===== src/bba_pkg.sv =====
package bba_pkg;

  localparam int MAX_ORDER    = 20;
  localparam int MIN_ORDER    = 6;
  localparam int HEADER_BYTES = 32;

  localparam int ADDR_BITS  = 20;
  localparam int BYTES_BITS = 21;
  localparam int TOTAL_BITS = BYTES_BITS + 1;
  localparam int ORD_BITS   = 5;

  // tree nodes 1..2^(MAX-MIN+1)-1, packed 32 to a memory row
  localparam int NODE_BITS = MAX_ORDER - MIN_ORDER + 1;
  localparam int IDX_BITS  = 5;
  localparam int WORD_BITS = 1 << IDX_BITS;
  localparam int ROW_BITS  = NODE_BITS - IDX_BITS;
  localparam int ROWS      = 1 << ROW_BITS;

  localparam logic ACT_ALLOC = 1'b0;
  localparam logic ACT_FREE  = 1'b1;

  localparam logic ST_OK   = 1'b0;
  localparam logic ST_FAIL = 1'b1;

  typedef logic [NODE_BITS-1:0] node_t;
  typedef logic [ROW_BITS-1:0]  row_idx_t;
  typedef logic [ORD_BITS-1:0]  order_t;
  typedef logic [ADDR_BITS-1:0] addr_t;

  typedef struct packed {
    logic                  action;
    logic [BYTES_BITS-1:0] request_bytes;
    logic [ADDR_BITS-1:0]  release_address;
  } req_t;

  typedef struct packed {
    logic [ADDR_BITS-1:0] granted_address;
    logic                 status;
  } rsp_t;

  // one memory row: allocated-block marks and free-block marks for 32 nodes
  typedef struct packed {
    logic [WORD_BITS-1:0] alloc_bits;
    logic [WORD_BITS-1:0] free_bits;
  } row_t;

  localparam int ROW_W = 2 * WORD_BITS;

endpackage


===== src/bba_scan.sv =====
// First free node of one order within a memory row. Orders whose nodes
// share row 0 are picked out by a mask.
module bba_scan (
  input  logic [bba_pkg::WORD_BITS-1:0] word,
  input  logic [bba_pkg::ORD_BITS-1:0]  lvl,
  output logic                          hit,
  output logic [bba_pkg::IDX_BITS-1:0]  idx
);

  logic [bba_pkg::WORD_BITS-1:0] mask;
  logic [bba_pkg::WORD_BITS-1:0] cand;

  always_comb begin
    for (int i = 0; i < bba_pkg::WORD_BITS; i++) begin
      if (lvl >= bba_pkg::ORD_BITS'(bba_pkg::IDX_BITS)) begin
        mask[i] = 1'b1;
      end else begin
        mask[i] = (i >= (1 << lvl)) && (i < (2 << lvl));
      end
    end
    cand = word & mask;
    hit  = |cand;
    idx  = '0;
    for (int i = bba_pkg::WORD_BITS - 1; i >= 0; i--) begin
      if (cand[i]) begin
        idx = bba_pkg::IDX_BITS'(i);
      end
    end
  end

endmodule


===== config.mk =====
export PLATFORM = sky130hd
export DESIGN_NAME = bba_scan
export DESIGN_NICKNAME = d
export VERILOG_FILES = /design/src/bba_pkg.sv /design/src/bba_scan.sv
export SDC_FILE = /design/constraint.sdc
export NUM_CORES = 1
export LEC_CHECK = 0
export BUFFER_PORTS_ARGS = -buffer_cell sky130_fd_sc_hd__buf_2
export CAP_MARGIN = 20
export CORE_MARGIN = 1
export CORE_UTILIZATION = 48
export DETAILED_ROUTE_END_ITERATION = 16
export MAX_ROUTING_LAYER = met4
export PLACE_DENSITY = 0.91
export SLEW_MARGIN = 20
export SYNTH_ARGS = -nofsm -noshare
export SYNTH_HDL_FRONTEND = slang
export SYNTH_SLANG_ARGS = --single-unit
export TNS_END_PERCENT = 5

===== constraint.sdc =====
create_clock -name vclk -period 3.85
set_clock_uncertainty 0.1 [all_clocks]
set_input_delay 0.385 -clock vclk [all_inputs]
set_output_delay 0.385 -clock vclk [all_outputs]
set_load 0.1 [all_outputs]

-- Word level (Yosys, flattened, before mapping)
Index checks and enable logic that the tools add are counted.
- output and inout port bits: 6
- bits of input ports: 37
- flip-flop bits (word level): 0
- word-level logic and storage cells: 165
- reductions and logical operators: 33
- muxes and demuxes: 64
- shifts and indexed selects: 2
- magnitude comparators: 65
- bitwise operators: 1
- operators by type and width (kind ; number):
    $ge 6x32->1 const A ; 16
    $lt 6x32->1 const A ; 16
    $ge 5x32->1 const A ; 8
    $lt 5x32->1 const A ; 8
    $mux 5 ; 32
    $ge 4x32->1 const A ; 4
    $lt 4x32->1 const A ; 4
    $ge 3x32->1 const A ; 2
    $lt 3x32->1 const A ; 2
    $and 32x32->32 ; 1
    $ge 1x32->1 const A ; 1
    $ge 2x32->1 const A ; 1
    $logic_and 1x1->1 ; 32
    $lt 1x32->1 const A ; 1
    $lt 2x32->1 const A ; 1
    $mux 1 ; 32
    $reduce_or 32->1 ; 1
    $shl 1x5->32 const A ; 1
    $shl 2x5->32 const A ; 1
    $ge 5x3->1 const B ; 1

-- Logic depth before layout (Yosys ltp)
- depth after elaboration: 37
- gate-level depth with buffers: 6
- gate-level depth less buffers: 5

-- Worst setup path after synthesis
Ideal clock, no wire load.
- path type: input -> output
- start point: in lvl[3] (netlist bit)
- end point: out idx[3] (netlist bit)
- setup slack: -1.105 ns
- data required time: 3.365 ns
- arrival: 4.470 ns
- cell stages on the path: 5
- cell sequence: or2_0 -> buf_6 -> a211oi_4 -> a21oi_2 -> a2111oi_1
- longest elaborated chain between the ends: 37
- elaborated cells on any way between the ends: 164
- those cells by class: order compare (65); shift (2); mux (64); bitwise (1); reduce/logical (32)
- ends and longest elaborated chain (element ; RTL line ; text):
    start: declaration ; bba_scan.sv:5 ; input logic [bba_pkg::ORD_BITS-1:0] lvl,
    $shl 2x5->32 or $shl 1x5->32 (tied branches) ; bba_scan.sv:18 ; mask[i] = (i >= (1 << lvl)) && (i < (2 << lvl));
    $lt 6x32->1 or $ge 6x32->1 (tied branches) ; bba_scan.sv:18 ;
    $logic_and 1x1->1 ; bba_scan.sv:18 ;
    $mux 1 ; bba_scan.sv:15 ; if (lvl >= bba_pkg::ORD_BITS'(bba_pkg::IDX_BITS)) begin
    $and 32x32->32 (*) ; bba_scan.sv:21 ; cand = word & mask;
    $mux 5 (31 in series) ; bba_scan.sv:25 ; if (cand[i]) begin
    $mux 5 (*) ; bba_scan.sv:25 ;
    end: declaration ; bba_scan.sv:7 ; output logic [bba_pkg::IDX_BITS-1:0] idx
Every way passes the cells marked *; elsewhere a longest branch is shown, timed or not.

-- Final worst setup path
- start point: in lvl[3] (netlist bit)
- end point: out idx[4] (netlist bit)
The elaborated chain is that of the path after synthesis.

==> flow_metrics.py <==
metrics = {
    "outcome": {
        "outcome": "finished clean",
    },
    "job": {
        "maxCapViolations": 0,
    },
    "final_layout": {
        "nFillCells": 100,
        "area_growth_syn_to_layout_pct": 35.2,
        "n_clock_buffer": 0,
        "drive_gt1_share_pct": 37.1,
        "fin_nets": 179,
        "seqCellArea_um2": 0,
        "num_antenna_cells": 0,
        "n_sequential_cell": 0,
        "final_area_um2": 851,
    },
    "sta": {
        "setup_viol": 0,
        "final_hold_viol_count": 0,
        "finalSetupTns_ns": 0,
        "timing.slew.headroom_pct": 67.8,
        "fin_crit_sh_pct": 70.3,
        "fin_crit_ns": 2.71,
        "slew_violations": 0,
        "clock.fmax_ghz": 0.369,
        "worst_pin_slew_ns": 0.486,
        "rsz0062_at_grt": "no",
    },
    "setup_path": {
        "required_ns": 3.37,
        "endpoint_kind": "primary output",
        "critPathSlowestCell": "buf_2",
        "cp_max_fo": 6,
        "crit_start": "lvl[3]",
        "cp_data_arrival_time_ns": 2.22,
        "critPathKind": "in -> out",
        "endpoint": "idx[4]",
        "crit_top_cell": "buf_2",
        "max_stage_delay_ns": 0.43,
        "critPathLaunchType": "input port",
        "cp.buffers_inverters": 2,
        "path_cells": "buf_2 -> or2_0 -> a211oi_4 -> a21oi_2 -> nor4b_4 -> nor2b_1 -> buf_2",
        "cp.depth": 7,
        "crit_family": "simple AND/OR/NAND/NOR gates",
    },
    "grt": {
        "grt_start_max_net_pins": 9,
        "antenna_found_initial": 0,
        "overflow": 0,
        "first_global_vias": 776,
        "grt_pass1_wl_um": 3130,
        "grt_usage_pct": 29.8,
    },
    "placement": {
        "gp_congestion": 0.970,
        "placed_area_um2": 851,
        "place_hpwl_um": 1750,
        "buffer_ports.inserted": 43,
    },
    "synthesis": {
        "syn_inst": 99,
        "synth-compound-area-share_pct": 43.7,
        "synthMuxAreaShare_pct": 1.59,
        "synth.area.top_cells": "nor2_1, a21oi_1, nand2b_1",
        "synth_top_family_by_area": "simple AND/OR/NAND/NOR gates",
        "synthAdderAreaFrac_pct": 1.79,
        "syn_area_um2": 629,
        "syn-mean-instance-area_um2": 6.36,
        "synth_xor_area_share_pct": 0,
        "synthTopCellsByCount": "nor2_1, a21oi_1, nand2b_1, nor2b_1, nor3_1",
        "yosys_warnings": 0,
        "synth_top_area_share_pct": 10.1,
        "synth_most_common_cell": "nor2_1",
        "synth_cell_types": 39,
        "ys_seq_area_share_pct": 0,
        "synth_nets": 136,
        "synth_top_area_cell": "nor2_1",
        "synth-simple-area-share_pct": 47.3,
    },
    "route": {
        "wl_met1_um": 902,
        "dr_wl_met2_um": 997,
        "drc": 0,
        "drt_iter0_drc": 35,
        "routed-via-count": 957,
        "dr_wl_met3_um": 99,
        "ant_nets": 0,
        "viasPerCell": 6.21,
        "drt_pass1_iterations": 4,
        "top_layer": "met4",
        "drt-total-wl_um": 2030,
        "routedWlPerCell_um": 13.2,
    },
    "floorplanning": {
        "initial_utilization_pct": 54.4,
        "die_area_um2": 1460,
        "num_rows": 12,
        "core_area_um2": 1160,
        "pin_count": 43,
        "die_x_um": 38.2,
        "die_y_um": 38.2,
    },
    "pwr": {
        "p_leak_nw": 0.367,
        "peakVddDrop_mv": 0.0808,
        "powerDensity_nw_per_um2": 124,
    },
    "clock_network": {
        "holdBufCountCts": 0,
        "cts_setup_buffers": 0,
        "cts_resized": 0,
    },
    "min_path": {
        "hold-path-cell-count": 3,
        "hp-class": "in -> out",
    },
}
-- layout make-up --
class              count  area, um2  area share (%)
multi-input cells     92        599            70.4
repair buffers        43        215            25.3
well taps             14       17.5            2.06
inverters              5       18.8            2.21
-- metal layers --
layer  vias to the layer above  global-route usage (%)
met1                       435                    37.4
met3                         6                    1.16
met4                         0                    4.46
met2                        44                    53.4
li1                        472                       -
met5                         -                       -
-- kinds of logic (layout without fill, tap and decap cells) --
| kind of cell | after synthesis | count (layout) |
|---|---|---|
| AOI/OAI and AO/OA | 37 | 37 |
| adders and majority gates | 1 | 1 |
| buffers and inverters | 7 | 48 |
| muxes | 1 | 1 |
| and+or+nand+nor | 53 | 53 |
-- stage by stage --
| step | power, mW | std cells | hold slack [ns] | setup WS (ns) | util [%] |
|---|---|---|---|---|---|
| 3_3_place_gp | 0.101 | 154 | 1.12 | 1.24 | 73.6 |
| 5_1_grt | 0.114 | 154 | 1.15 | 0.996 | 73.6 |
| 4_1_cts | 0.104 | 154 | 1.12 | 1.15 | 73.6 |
| 6_report | 0.105 | 154 | 1.12 | 1.14 | 73.6 |
| 3_5_place_dp | 0.104 | 154 | 1.12 | 1.15 | 73.6 |
| 2_1_floorplan | 0.0656 | 99 | 1.11 | -0.220 | - |
-- worst min path at each step --
| stage | endpoint | slack, ns | startpoint |
|---|---|---|---|
| final | idx[0] | 1.12 | word[0] |
| after global routing | idx[0] | 1.15 | word[0] |
| after CTS | idx[0] | 1.12 | word[0] |
| after detailed placement | idx[0] | 1.12 | word[0] |
| after global placement | idx[0] | 1.12 | word[0] |
| after floorplan | idx[3] | 1.11 | word[0] |
-- report_power, final --
| part | leakage [nW] | internal [mW] | switching (mW) |
|---|---|---|---|
| Clock | 0 | 0 | 0 |
| Sequential | 0 | 0 | 0 |
| Combinational | 0.367 | 0.0370 | 0.0682 |
| Total | 0.367 | 0.0370 | 0.0682 |
-- tightest hold or removal path, stage by stage --
cell      delay, ns
buf_2          0.10
a221oi_1       0.07
buf_2          0.29
-- cell usage in the layout (no fill, tap or decap), types with 3 or more instances in the layout --
cell type  instances
inv_1              5
nand2_1            5
nor4_1             4
o21ai_0            5
nor2_1            17
nor3_1             6
o31ai_1            4
a21oi_1            9
buf_2             43
or4_1              3
nand2b_1           6
nor2b_1            6
No activity file was read; power rests on OpenSTA's default activity.
